[src/rtl/pwem_pkg.sv]
// Package for the peak window energy meter: shared word types, register
// indexes and reset values of the configuration registers.
// No dependencies.
package pwem_pkg;

    localparam int PEAK_W   = 17;
    localparam int TIME_W   = 32;
    localparam int ENERGY_W = 48;
    localparam int POWER_W  = 32;
    localparam int CFG_W    = 32;
    localparam int IDX_W    = 2;

    localparam logic [IDX_W-1:0] REG_ON_THRESHOLD  = 2'd0;
    localparam logic [IDX_W-1:0] REG_CHANGE_MARGIN = 2'd1;
    localparam logic [IDX_W-1:0] REG_POWER_GAIN    = 2'd2;

    localparam logic [15:0] ON_THRESHOLD_RST  = 16'd100;
    localparam logic [15:0] CHANGE_MARGIN_RST = 16'd10;
    localparam logic [31:0] POWER_GAIN_RST    = 32'd65536;

    // Command word from the front to the back: a settle-and-report request,
    // a window close, or both.
    typedef struct packed {
        logic                 rc;
        logic                 close;
        logic [PEAK_W-1:0]    peak;
        logic [TIME_W-1:0]    time_ms;
    } cmd_t;

    typedef struct packed {
        logic [ENERGY_W-1:0]  energy;
        logic                 load_on;
        logic [POWER_W-1:0]   power;
    } res_t;

    typedef struct packed {
        logic                 en;
        logic [IDX_W-1:0]     index;
        logic [CFG_W-1:0]     data;
    } cfg_wr_t;

endpackage

[src/rtl/pwem_fifo.sv]
// Small register queue used between the front and the back and for results.
// Generic; no package needed.
module pwem_fifo #(
    parameter int WIDTH = 8,
    parameter int DEPTH = 2
) (
    input  logic             clk,
    input  logic             rst_n,
    input  logic             push,
    input  logic [WIDTH-1:0] wdata,
    output logic             full,
    input  logic             pop,
    output logic [WIDTH-1:0] rdata,
    output logic             empty
);

    localparam int PTR_W = (DEPTH > 1) ? $clog2(DEPTH) : 1;
    localparam int CNT_W = $clog2(DEPTH + 1);

    logic [WIDTH-1:0] store_reg [DEPTH];
    logic [PTR_W-1:0] wr_ptr_reg, rd_ptr_reg;
    logic [CNT_W-1:0] count_reg;
    logic             do_push, do_pop;

    assign full    = (count_reg == CNT_W'(DEPTH));
    assign empty   = (count_reg == '0);
    assign do_push = push && !full;
    assign do_pop  = pop && !empty;
    assign rdata   = store_reg[rd_ptr_reg];

    always_ff @(posedge clk)
    begin
        if (do_push)
        begin
            store_reg[wr_ptr_reg] <= wdata;
        end
    end

    always_ff @(posedge clk or negedge rst_n)
    begin
        if (!rst_n)
        begin
            wr_ptr_reg <= '0;
            rd_ptr_reg <= '0;
            count_reg  <= '0;
        end
        else
        begin
            if (do_push)
            begin
                wr_ptr_reg <= (wr_ptr_reg == PTR_W'(DEPTH - 1)) ? '0 : wr_ptr_reg + 1'b1;
            end
            if (do_pop)
            begin
                rd_ptr_reg <= (rd_ptr_reg == PTR_W'(DEPTH - 1)) ? '0 : rd_ptr_reg + 1'b1;
            end
            if (do_push && !do_pop)
            begin
                count_reg <= count_reg + 1'b1;
            end
            else if (do_pop && !do_push)
            begin
                count_reg <= count_reg - 1'b1;
            end
        end
    end

endmodule

[src/rtl/pwem_front.sv]
// Front of the meter: takes samples, keeps the running window peak and count,
// and issues a command word for report requests and window closes.
// Depends on pwem_pkg.
module pwem_front
    import pwem_pkg::*;
#(
    parameter int WINDOW_SAMPLES = 15
) (
    input  logic               clk,
    input  logic               rst_n,
    input  logic               accept,
    input  logic signed [15:0] sample,
    input  logic [31:0]        time_ms,
    input  logic               read_clear,
    output logic               cmd_push,
    output cmd_t               cmd
);

    localparam int CNT_W = $clog2(WINDOW_SAMPLES);

    logic [PEAK_W-1:0] peak_reg;
    logic [CNT_W-1:0]  count_reg;
    logic [PEAK_W-1:0] mag;
    logic [PEAK_W-1:0] peak_new;
    logic              close;

    // Two's complement magnitude; the most negative code gives 32768.
    assign mag      = sample[15] ? (~{1'b1, sample} + 1'b1) : {1'b0, sample};
    assign peak_new = (mag > peak_reg) ? mag : peak_reg;
    assign close    = (count_reg == CNT_W'(WINDOW_SAMPLES - 1));

    assign cmd_push      = accept && (read_clear || close);
    assign cmd.rc        = read_clear;
    assign cmd.close     = close;
    assign cmd.peak      = peak_new;
    assign cmd.time_ms   = time_ms;

    always_ff @(posedge clk or negedge rst_n)
    begin
        if (!rst_n)
        begin
            peak_reg  <= '0;
            count_reg <= '0;
        end
        else if (accept)
        begin
            if (close)
            begin
                peak_reg  <= '0;
                count_reg <= '0;
            end
            else
            begin
                peak_reg  <= peak_new;
                count_reg <= count_reg + 1'b1;
            end
        end
    end

endmodule

[src/rtl/pwem_back.sv]
// Back of the meter: sequencer that settles energy, tracks the load state and
// updates the power value, sharing one 32x32 multiplier. Holds the config.
// Depends on pwem_pkg.
module pwem_back
    import pwem_pkg::*;
(
    input  logic    clk,
    input  logic    rst_n,
    input  cfg_wr_t cfg,
    input  cmd_t    cmd_data,
    input  logic    cmd_empty,
    output logic    cmd_pop,
    input  logic    res_full,
    output logic    res_push,
    output res_t    res_data
);

    typedef enum logic [5:0] {
        ST_IDLE    = 6'b000001,
        ST_SET_MUL = 6'b000010,
        ST_SET_ACC = 6'b000100,
        ST_WIN     = 6'b001000,
        ST_PWR_MUL = 6'b010000,
        ST_PWR_SAT = 6'b100000
    } state_t;

    state_t state_reg, state_next;

    logic [15:0]         on_threshold_reg;
    logic [15:0]         change_margin_reg;
    logic [31:0]         power_gain_reg;

    cmd_t                cmd_reg;
    logic                rc_phase_reg;
    logic [PEAK_W-1:0]   prev_peak_reg;
    logic                is_on_reg;
    logic [TIME_W-1:0]   start_reg, end_reg;
    logic [POWER_W-1:0]  power_reg;
    logic [ENERGY_W-1:0] energy_reg;
    logic [63:0]         prod_reg;

    logic [31:0]         mul_a, mul_b;
    logic [63:0]         mul_prod;
    logic [TIME_W-1:0]   dur;
    logic [ENERGY_W:0]   sum;
    logic [ENERGY_W-1:0] energy_sat;
    logic [PEAK_W-1:0]   diff;
    logic                above;

    assign dur   = (is_on_reg ? cmd_reg.time_ms : end_reg) - start_reg;
    assign above = cmd_reg.peak > {1'b0, on_threshold_reg};
    assign diff  = (cmd_reg.peak >= prev_peak_reg) ? cmd_reg.peak - prev_peak_reg
                                                   : prev_peak_reg - cmd_reg.peak;

    // The one multiplier: on-time times power, or peak times gain.
    always_comb
    begin
        if (state_reg == ST_PWR_MUL)
        begin
            mul_a = {{(32 - PEAK_W){1'b0}}, cmd_reg.peak};
            mul_b = power_gain_reg;
        end
        else
        begin
            mul_a = dur;
            mul_b = power_reg;
        end
    end
    assign mul_prod = mul_a * mul_b;

    assign sum        = {1'b0, energy_reg} + {1'b0, prod_reg[ENERGY_W-1:0]};
    assign energy_sat = ((prod_reg[63:ENERGY_W] != '0) || sum[ENERGY_W]) ? '1
                                                                        : sum[ENERGY_W-1:0];

    assign res_push         = (state_reg == ST_SET_ACC) && rc_phase_reg;
    assign res_data.energy  = energy_sat;
    assign res_data.load_on = is_on_reg;
    assign res_data.power   = power_reg;

    always_comb
    begin
        state_next = state_reg;
        cmd_pop    = 1'b0;
        case (state_reg)
            ST_IDLE:
            begin
                // A report needs room in the result queue before it starts.
                if (!cmd_empty && (!cmd_data.rc || !res_full))
                begin
                    cmd_pop    = 1'b1;
                    state_next = cmd_data.rc ? ST_SET_MUL : ST_WIN;
                end
            end
            ST_SET_MUL:
            begin
                state_next = ST_SET_ACC;
            end
            ST_SET_ACC:
            begin
                if (rc_phase_reg)
                begin
                    state_next = cmd_reg.close ? ST_WIN : ST_IDLE;
                end
                else
                begin
                    state_next = ST_PWR_MUL;
                end
            end
            ST_WIN:
            begin
                state_next = (diff >= {1'b0, change_margin_reg}) ? ST_SET_MUL : ST_PWR_MUL;
            end
            ST_PWR_MUL:
            begin
                state_next = ST_PWR_SAT;
            end
            ST_PWR_SAT:
            begin
                state_next = ST_IDLE;
            end
            default:
            begin
                state_next = ST_IDLE;
            end
        endcase
    end

    always_ff @(posedge clk)
    begin
        if (cmd_pop)
        begin
            cmd_reg <= cmd_data;
        end
        if ((state_reg == ST_SET_MUL) || (state_reg == ST_PWR_MUL))
        begin
            prod_reg <= mul_prod;
        end
    end

    always_ff @(posedge clk or negedge rst_n)
    begin
        if (!rst_n)
        begin
            state_reg         <= ST_IDLE;
            on_threshold_reg  <= ON_THRESHOLD_RST;
            change_margin_reg <= CHANGE_MARGIN_RST;
            power_gain_reg    <= POWER_GAIN_RST;
            rc_phase_reg      <= 1'b0;
            prev_peak_reg     <= '0;
            is_on_reg         <= 1'b0;
            start_reg         <= '0;
            end_reg           <= '0;
            power_reg         <= '0;
            energy_reg        <= '0;
        end
        else
        begin
            state_reg <= state_next;

            if (cfg.en)
            begin
                case (cfg.index)
                    REG_ON_THRESHOLD:  on_threshold_reg  <= cfg.data[15:0];
                    REG_CHANGE_MARGIN: change_margin_reg <= cfg.data[15:0];
                    REG_POWER_GAIN:    power_gain_reg    <= cfg.data;
                    default:           ;
                endcase
            end

            case (state_reg)
                ST_IDLE:
                begin
                    if (cmd_pop)
                    begin
                        rc_phase_reg <= cmd_data.rc;
                    end
                end
                ST_SET_MUL:
                begin
                    start_reg <= cmd_reg.time_ms;
                    end_reg   <= cmd_reg.time_ms;
                end
                ST_SET_ACC:
                begin
                    if (rc_phase_reg)
                    begin
                        energy_reg   <= '0;
                        rc_phase_reg <= 1'b0;
                    end
                    else
                    begin
                        energy_reg <= energy_sat;
                    end
                end
                ST_WIN:
                begin
                    if (above && !is_on_reg)
                    begin
                        is_on_reg <= 1'b1;
                        start_reg <= cmd_reg.time_ms;
                    end
                    else if (!above && is_on_reg)
                    begin
                        is_on_reg <= 1'b0;
                        end_reg   <= cmd_reg.time_ms;
                    end
                end
                ST_PWR_MUL:
                begin
                    prev_peak_reg <= cmd_reg.peak;
                end
                ST_PWR_SAT:
                begin
                    power_reg <= (prod_reg[63:POWER_W] != '0) ? '1 : prod_reg[POWER_W-1:0];
                end
                default:
                begin
                end
            endcase
        end
    end

endmodule

[src/rtl/peak_window_energy_meter_unit.sv]
// Report words go through the command queue and the back to the result queue. The
// front takes one word per cycle while the command queue has room. The back takes one
// command at a time: SET_MUL, SET_ACC if it asks a report; then, if it closes the
// window, WIN, SET_MUL/SET_ACC if the peak moved by >= the margin, PWR_MUL, PWR_SAT.
// Reset (rst_n, asynchronous, active low) clears queues and all meter state
// and loads the registers with their default values.
module peak_window_energy_meter_unit
    import pwem_pkg::*;
#(
    parameter int WINDOW_SAMPLES = 15,
    parameter int CMD_DEPTH      = 4,
    parameter int RES_DEPTH      = 2
) (
    input  logic               clk,
    input  logic               rst_n,
    input  logic               push,
    output logic               full,
    input  logic signed [15:0] sample,
    input  logic [31:0]        time_ms,
    input  logic               read_clear,
    output logic               empty,
    input  logic               pop,
    output logic [47:0]        energy,
    output logic               load_on,
    output logic [31:0]        power,
    input  logic               cfg_wr_en,
    input  logic [1:0]         cfg_index,
    input  logic [31:0]        cfg_data
);

    cmd_t    cmd_in, cmd_out;
    res_t    res_in, res_out;
    cfg_wr_t cfg;
    logic    cmd_push, cmd_pop, cmd_empty;
    logic    res_push, res_full;

    assign cfg.en    = cfg_wr_en;
    assign cfg.index = cfg_index;
    assign cfg.data  = cfg_data;

    pwem_front #(
        .WINDOW_SAMPLES(WINDOW_SAMPLES)
    ) u_front (
        .clk       (clk),
        .rst_n     (rst_n),
        .accept    (push && !full),
        .sample    (sample),
        .time_ms   (time_ms),
        .read_clear(read_clear),
        .cmd_push  (cmd_push),
        .cmd       (cmd_in)
    );

    pwem_fifo #(
        .WIDTH($bits(cmd_t)),
        .DEPTH(CMD_DEPTH)
    ) u_cmd_q (
        .clk  (clk),
        .rst_n(rst_n),
        .push (cmd_push),
        .wdata(cmd_in),
        .full (full),
        .pop  (cmd_pop),
        .rdata(cmd_out),
        .empty(cmd_empty)
    );

    pwem_back u_back (
        .clk      (clk),
        .rst_n    (rst_n),
        .cfg      (cfg),
        .cmd_data (cmd_out),
        .cmd_empty(cmd_empty),
        .cmd_pop  (cmd_pop),
        .res_full (res_full),
        .res_push (res_push),
        .res_data (res_in)
    );

    pwem_fifo #(
        .WIDTH($bits(res_t)),
        .DEPTH(RES_DEPTH)
    ) u_res_q (
        .clk  (clk),
        .rst_n(rst_n),
        .push (res_push),
        .wdata(res_in),
        .full (res_full),
        .pop  (pop),
        .rdata(res_out),
        .empty(empty)
    );

    assign energy  = res_out.energy;
    assign load_on = res_out.load_on;
    assign power   = res_out.power;

endmodule

[config.mk]
export PLATFORM = sky130hd
export DESIGN_NAME = peak_window_energy_meter_unit
export DESIGN_NICKNAME = d
export VERILOG_FILES = /design/src/rtl/pwem_pkg.sv /design/src/rtl/pwem_fifo.sv /design/src/rtl/pwem_front.sv /design/src/rtl/pwem_back.sv /design/src/rtl/peak_window_energy_meter_unit.sv
export SDC_FILE = /design/constraint.sdc
export NUM_CORES = 2
export LEC_CHECK = 0
export ABC_AREA = 1
export ABC_CLOCK_PERIOD_IN_PS = 15800
export BUFFER_PORTS_ARGS = -buffer_cell sky130_fd_sc_hd__buf_2
export CAP_MARGIN = 30
export CORE_MARGIN = 1
export CORE_UTILIZATION = 40
export DETAILED_ROUTE_END_ITERATION = 12
export PLACE_DENSITY = 0.56
export SKIP_CTS_REPAIR_TIMING = 1
export SLEW_MARGIN = 0
export SYNTH_ARGS = -nofsm -noshare
export SYNTH_HDL_FRONTEND = slang
export SYNTH_SLANG_ARGS = --single-unit
export TNS_END_PERCENT = 30
[constraint.sdc]
create_clock -name clk -period 15.8 [get_ports clk]
set_clock_uncertainty 0.05 [all_clocks]
set_input_delay 3.16 -clock clk [delete_from_list [all_inputs] [get_ports clk]]
set_output_delay 3.16 -clock clk [all_outputs]
set_load 0.01 [all_outputs]
Word level (Yosys, flattened, before mapping)

Memory sizes are Yosys's and may differ from the RTL's.
Cells that the tools add are included.

Equal/unequal tests: 18
$mul: 1
$add $sub $neg: 14
Multiplexer cells: 40
$lt $le $gt $ge: 4
Reduce and logical (&&, ||, !) cells: 46
Bitwise gates (word level): 1

Operators by type and width:

| operator                                       | number |
|---|---|
| 2-to-1 mux 32 bit                              | 7 |
| one-hot mux 32 bit (2 select lines)            | 2 |
| 2-to-1 mux 48 bit                              | 2 |
| 2-to-1 mux 17 bit                              | 4 |
| multiplier 32 x 32 -> 64 bit                   | 1 |
| adder 48 x 48 -> 49 bit                        | 1 |
| subtractor 17 bit                              | 2 |
| nonzero test 32 bit                            | 1 |
| subtractor 32 bit                              | 1 |
| one-hot mux 6 bit (5 select lines)             | 1 |
| adder 17 x 1 -> 17 bit (second input constant) | 1 |
| >= comparator 17 x 16 -> 1 bit                 | 1 |
| >= comparator 17 bit                           | 1 |
| greater-than comparator 17 x 16 -> 1 bit       | 1 |
| greater-than comparator 17 bit                 | 1 |
| inverter 17 bit                                | 1 |
| nonzero test 16 bit                            | 1 |
| logical AND 1 bit                              | 14 |
| 2-to-1 mux 4 bit                               | 3 |
| 2-to-1 mux 6 bit                               | 2 |
| AND reduction 2 bit                            | 6 |
| logical NOT 1 bit                              | 11 |
| 2-to-1 mux 1 bit                               | 11 |
| nonzero test 2 bit                             | 5 |
| other kinds (26)                               | 43 |

Memories: 2
Memory bits (writable): 366
Output and inout port bits: 83
Bits in registers: 379
Input bits: 88
Logic and storage cells: 149

Memories:

| memory            | words | width | rd ports | clocked after memory_dff | wr ports | RTL line        | text |
|---|---|---|---|---|---|---|---|
| u_cmd_q.store_reg | 4     | 51    | 1        | 0                        | 1        | pwem_fifo.sv:20 | `logic [WIDTH-1:0] store_reg [DEPTH];` |
| u_res_q.store_reg | 2     | 81    | 1        | 0                        | 1        | pwem_fifo.sv:20 |  |

Longest topological paths before layout

Word-level depth: 10
Gate-level depth with buffers: 46
Depth with buffers taken out: 44

Cells and area by module

From an unflattened synthesis, not the netlist that was laid out.

Cells, all modules: 8413
Area total of the unflattened synthesis: 72828.6 µm²

Modules (own cells, without submodules):

| module                        | sequential area each (µm²) | cells each | area an instance (µm²) | times used |
|---|---|---|---|---|
| pwem_back                     | 9262.6                     | 6922       | 55303.0                | 1 |
| pwem_fifo (u_cmd_q)           | 6301.0                     | 656        | 8851.0                 | 1 |
| pwem_fifo (u_res_q)           | 4964.8                     | 454        | 6148.4                 | 1 |
| pwem_front                    | 525.5                      | 379        | 2516.2                 | 1 |
| peak_window_energy_meter_unit | 0.0                        | 2          | 10.0                   | 1 |

Worst setup path after synthesis

No wires, ideal clock.

Kind: register to register
From: register u_back.is_on_reg
To: register u_back.prod_reg[42] (data pin)
Arrival time: 8.199 ns
Setup slack: 7.299 ns
Stages on the path, launching flop included: 39
Buffers on the path: 2
Data required time: 15.498 ns
Cells stage by stage: dfrtp_1 > clkbuf_1 > inv_1 > nand2_1 > o21ai_0 > ha_1 > fa_1 > o21ai_2 > a21boi_2 > o21ai_0 > nand3_1 > nand4_1 > nand3_1 > buf_2 > nor2_1 > fa_1 > fa_1 > inv_1 > [3 not listed] > fa_1 > fa_1 > fa_1 > inv_1 > fa_1 > inv_1 > ha_1 > nand2_1 > nor2_1 > inv_1 > nor2_1 > inv_1 > o21ai_0 > inv_1 > nand2_1 > nand2_1 > nand3_1 > nand2_1

Longest elaborated chain between the ends: 4

RTL lines:

| element                      | RTL line         | text |
|---|---|---|
| start: declaration           | pwem_back.sv:36  | `logic is_on_reg;` |
| start signal: assignment     | pwem_back.sv:150 | `is_on_reg <= 1'b0;` |
| start signal: assignment     | pwem_back.sv:199 | `is_on_reg <= 1'b1;` |
| start signal: assignment     | pwem_back.sv:204 | `is_on_reg <= 1'b0;` |
| 2-to-1 mux 32 bit            | pwem_back.sv:50  | `assign dur = (is_on_reg ? cmd_reg.time_ms : end_reg) - start_reg;` |
| subtractor 32 bit            | pwem_back.sv:50  |  |
| 2-to-1 mux 32 bit            | pwem_back.sv:58  | `if (state_reg == ST_PWR_MUL)` |
| multiplier 32 x 32 -> 64 bit | pwem_back.sv:69  | `assign mul_prod = mul_a * mul_b;` |
| via u_back.mul_prod[42]      | pwem_back.sv:43  | `logic [63:0] mul_prod;` |
| end signal: assignment       | pwem_back.sv:136 | `prod_reg <= mul_prod;` |
| end: declaration             | pwem_back.sv:40  | `logic [63:0] prod_reg;` |

The timed path passes the listed nets, and every way through them passes these cells.
A chain may end at the register's enable or synchronous reset.

Final worst setup path

From: register u_back.state_reg[0]
To: register u_back.prod_reg[49] (data pin)

Longest elaborated chain between the ends: 3
Elaborated cells on any way between the ends: 4
Those cells by class: mul: 1; eq/ne: 1; mux: 2

RTL lines:

| element                        | RTL line         | text |
|---|---|---|
| start: declaration             | pwem_back.sv:27  | `state_t state_reg, state_next;` |
| start signal: assignment       | pwem_back.sv:158 | `state_reg <= state_next;` |
| == test 6 x 5 -> 1 bit *       | pwem_back.sv:58  |  |
| 2-to-1 mux 32 bit              | pwem_back.sv:58  |  |
| multiplier 32 x 32 -> 64 bit * | pwem_back.sv:69  |  |
| via u_back.mul_prod[49]        | pwem_back.sv:43  |  |

The timed path passes the listed nets; every way through them passes the cells marked *.

==> out/metrics.cfg <==
[run_status]
status = finished, violations left
failed_checks = design-rule violations

[timing]
tightest_slew_ps = 1100
setup_violations = 0
fmax_mhz = 84.3
rsz0062_at_grt = false
slew_viol_final = 0
fin_setup_tns_ps = 0
finalCriticalPeriod_ps = 11860
setup_ws_ps = 3940
relSlewSlack = 0.261
min_period_over_period = 0.751
finalHoldViolCount = 0

[clock_tree]
cts_tree = yes
cts.clk_slew.worst_paths_ps = 60
insertion_delay_ps = 720
cts_buffers = 82
cts_sinks = 745
root_buffer = clkbuf_16
clock_path_buffers = 3
htreeDepth = 3

[cells_and_area]
areaGrowthSynthToFinish_pct = 8.97
fin_area_um2 = 77600
drive_above_1_share = 0.0631
antenna_cells = 0
nNetsFinal = 9728
largest_register_ffs = 204
fin_util = 0.440
mostFrequentLayoutCell = nand2_1
mostFrequentLayoutCells = nand2_1 (1,709), inv_1 (1,498), nor2_1 (963), fa_1 (901), edfxtp_1 (480)

[yosys]
yosys_most_used_dff = edfxtp_1
yosys_register_bits = 745
syn_area_um2 = 71200
synthArstFlopShare = 0.356
synth.distinct_cells = 57
syn-num-nets = 9668
synth_cells = 8245
ys_warn_count = 0
avgSynthCellArea_um2 = 8.63
synth_edf_count = 480
ys_seq_area_frac = 0.296

[worst_setup_path]
worstPathMaxFanout = 68
critical_path.endpoint_type = register
crit_top_cell = fa_1
required_ps = 16290
slowest_stage = nand3_1
worst-setup-path-type = register to register
crit_arrival_ps = 12350
slowest_delay_ps = 960
worst_setup_path_start_kind = register

[route]
drc_errors = 4
wl_per_cell_um = 23.4
vias = 57200
antenna_left = 0
vias_per_cell = 5.34
drt-initial-drc-count = 4840
first_pass_iters = 12
routed_wl_um = 250000

[floorplan]
fp.dieArea_um2 = 180000
fp.dieW_um = 424
io_pins = 171
core_area_um2 = 176000
die_h_um = 424
start_util = 0.403
rows = 154

[global_routing]
grt-ovfl-total = 0
grt_use_total = 0.279
grt_pass1_vias = 59300
antenna_found_initial = 7
grt_max_degree = 159
grt_first_pass_wirelength_um = 374000

[placement]
routabilityCongestion = 0.989
portBuffers = 170
post-place-ws_ps = 3990
place_area_um2 = 74900
post-dp-hpwl_um = 192000

[hold_path]
hp-class = register to register

[flow_run]
drv_cap = 0

## worst max-delay path: cells and delay by family, from the launching register on
| kind | cells | cell delay, ps |
|---|---|---|
| adders and majority gates | 9 | 4560 |
| and+or+nand+nor | 11 | 3670 |
| buffers and inverters | 10 | 2550 |
| DFF | 1 | 530 |
| xor gates and xnor gates | 1 | 200 |
## cell type report
class                           count  area, um^2
Clock buffer                      111        2230
Clock inverter                     40         473
Fill cell                       17600       98900
Inverter                         1527        5740
Multi-Input combinational cell   5657       43200
Sequential cell                   745       21100
Tap cell                         2340        2930
Timing Repair Buffer              292        1920
## Yosys cell counts, types with 3 or more instances
cell      number  area, um^2
dfrtp_1      258        6460
o31ai_1        4        30.0
ha_1         434        5430
o21ai_0      432        2160
o22ai_1       51         319
o21bai_1      23         173
buf_1         20        75.1
nand3b_1      11        82.6
o21a_1        14         105
o211ai_1      13        97.6
inv_1       1499        5630
xor2_1        76         666
clkinv_1       3        11.3
fa_1         901       18000
nand4_1      224        1400
mux2_2         3        33.8
o21ai_2       17         149
nand2_2        4        25.0
dfstp_2        7         184
or2_2         11        68.8
o21ai_1       16        80.1
a31oi_1        8        50.1
o21ai_4        7         114
nand3b_2       3        33.8
buf_4          6        45.0
nor3_1        60         300
a211oi_1       3        22.5
nor2_1       974        3660
and3_1         5        31.3
a21oi_1      352        1760
a21boi_0       6        45.0
inv_2         25        93.8
a31o_2         3        26.3
buf_2         98         490
nor4_1        16         100
nand2_1     1712        6430
edfxtp_1     480       14400
a21o_1        16         120
nand3_1      203        1020
nand3_2        4        40.0
clkbuf_1     189         709
xnor2_1       36         315
## per-stage QoR
step	std cells	hold WS, ps
finish	10700	427
global route	10700	452
CTS	10700	433
detailed placement	10600	415
global placement	10600	412
floorplan	8245	346
## layer usage
metal  global-route usage  part of all wire  vias to the layer above
met2                0.459              0.46                     2469
met3               0.0609             0.083                      619
met4                0.126             0.053                       10
met1                0.351              0.40                    28200
li1                     -                 -                    26000
met5                    0           0.00028                        -
## logic make-up after synthesis
group / after synthesis / share of synthesized area
and+or+nand+nor: 3234 / 0.186
buffers and inverters: 1843 / 0.0993
DFF: 745 / 0.296
adders and majority gates: 1335 / 0.330
xor gates and xnor gates: 112 / 0.0138
muxes: 4 / 0.000615
AOI/OAI and AO/OA: 971 / 0.0748
other: 1 / 0.0000527
## worst paths after layout
path	start	end	slack [ps]	cells past startpoint
worst max-delay path	u_back.state_reg[0]	u_back.prod_reg[49]	3940	31
worst min-delay path	u_front.peak_reg[15]	u_front.peak_reg[15]	430	2
worst max register to register	u_back.state_reg[0]	u_back.prod_reg[49]	3940	31
worst min register to register	u_front.peak_reg[15]	u_front.peak_reg[15]	430	2
max in group asynchronous	rst_n	u_back.energy_reg[31]	11650	2
min in group asynchronous	rst_n	u_front.peak_reg[6]	2440	1
Power is left out: the tool's default activity adds up to more than one toggle a clock period on the data nets, which glitch-free logic cannot reach.
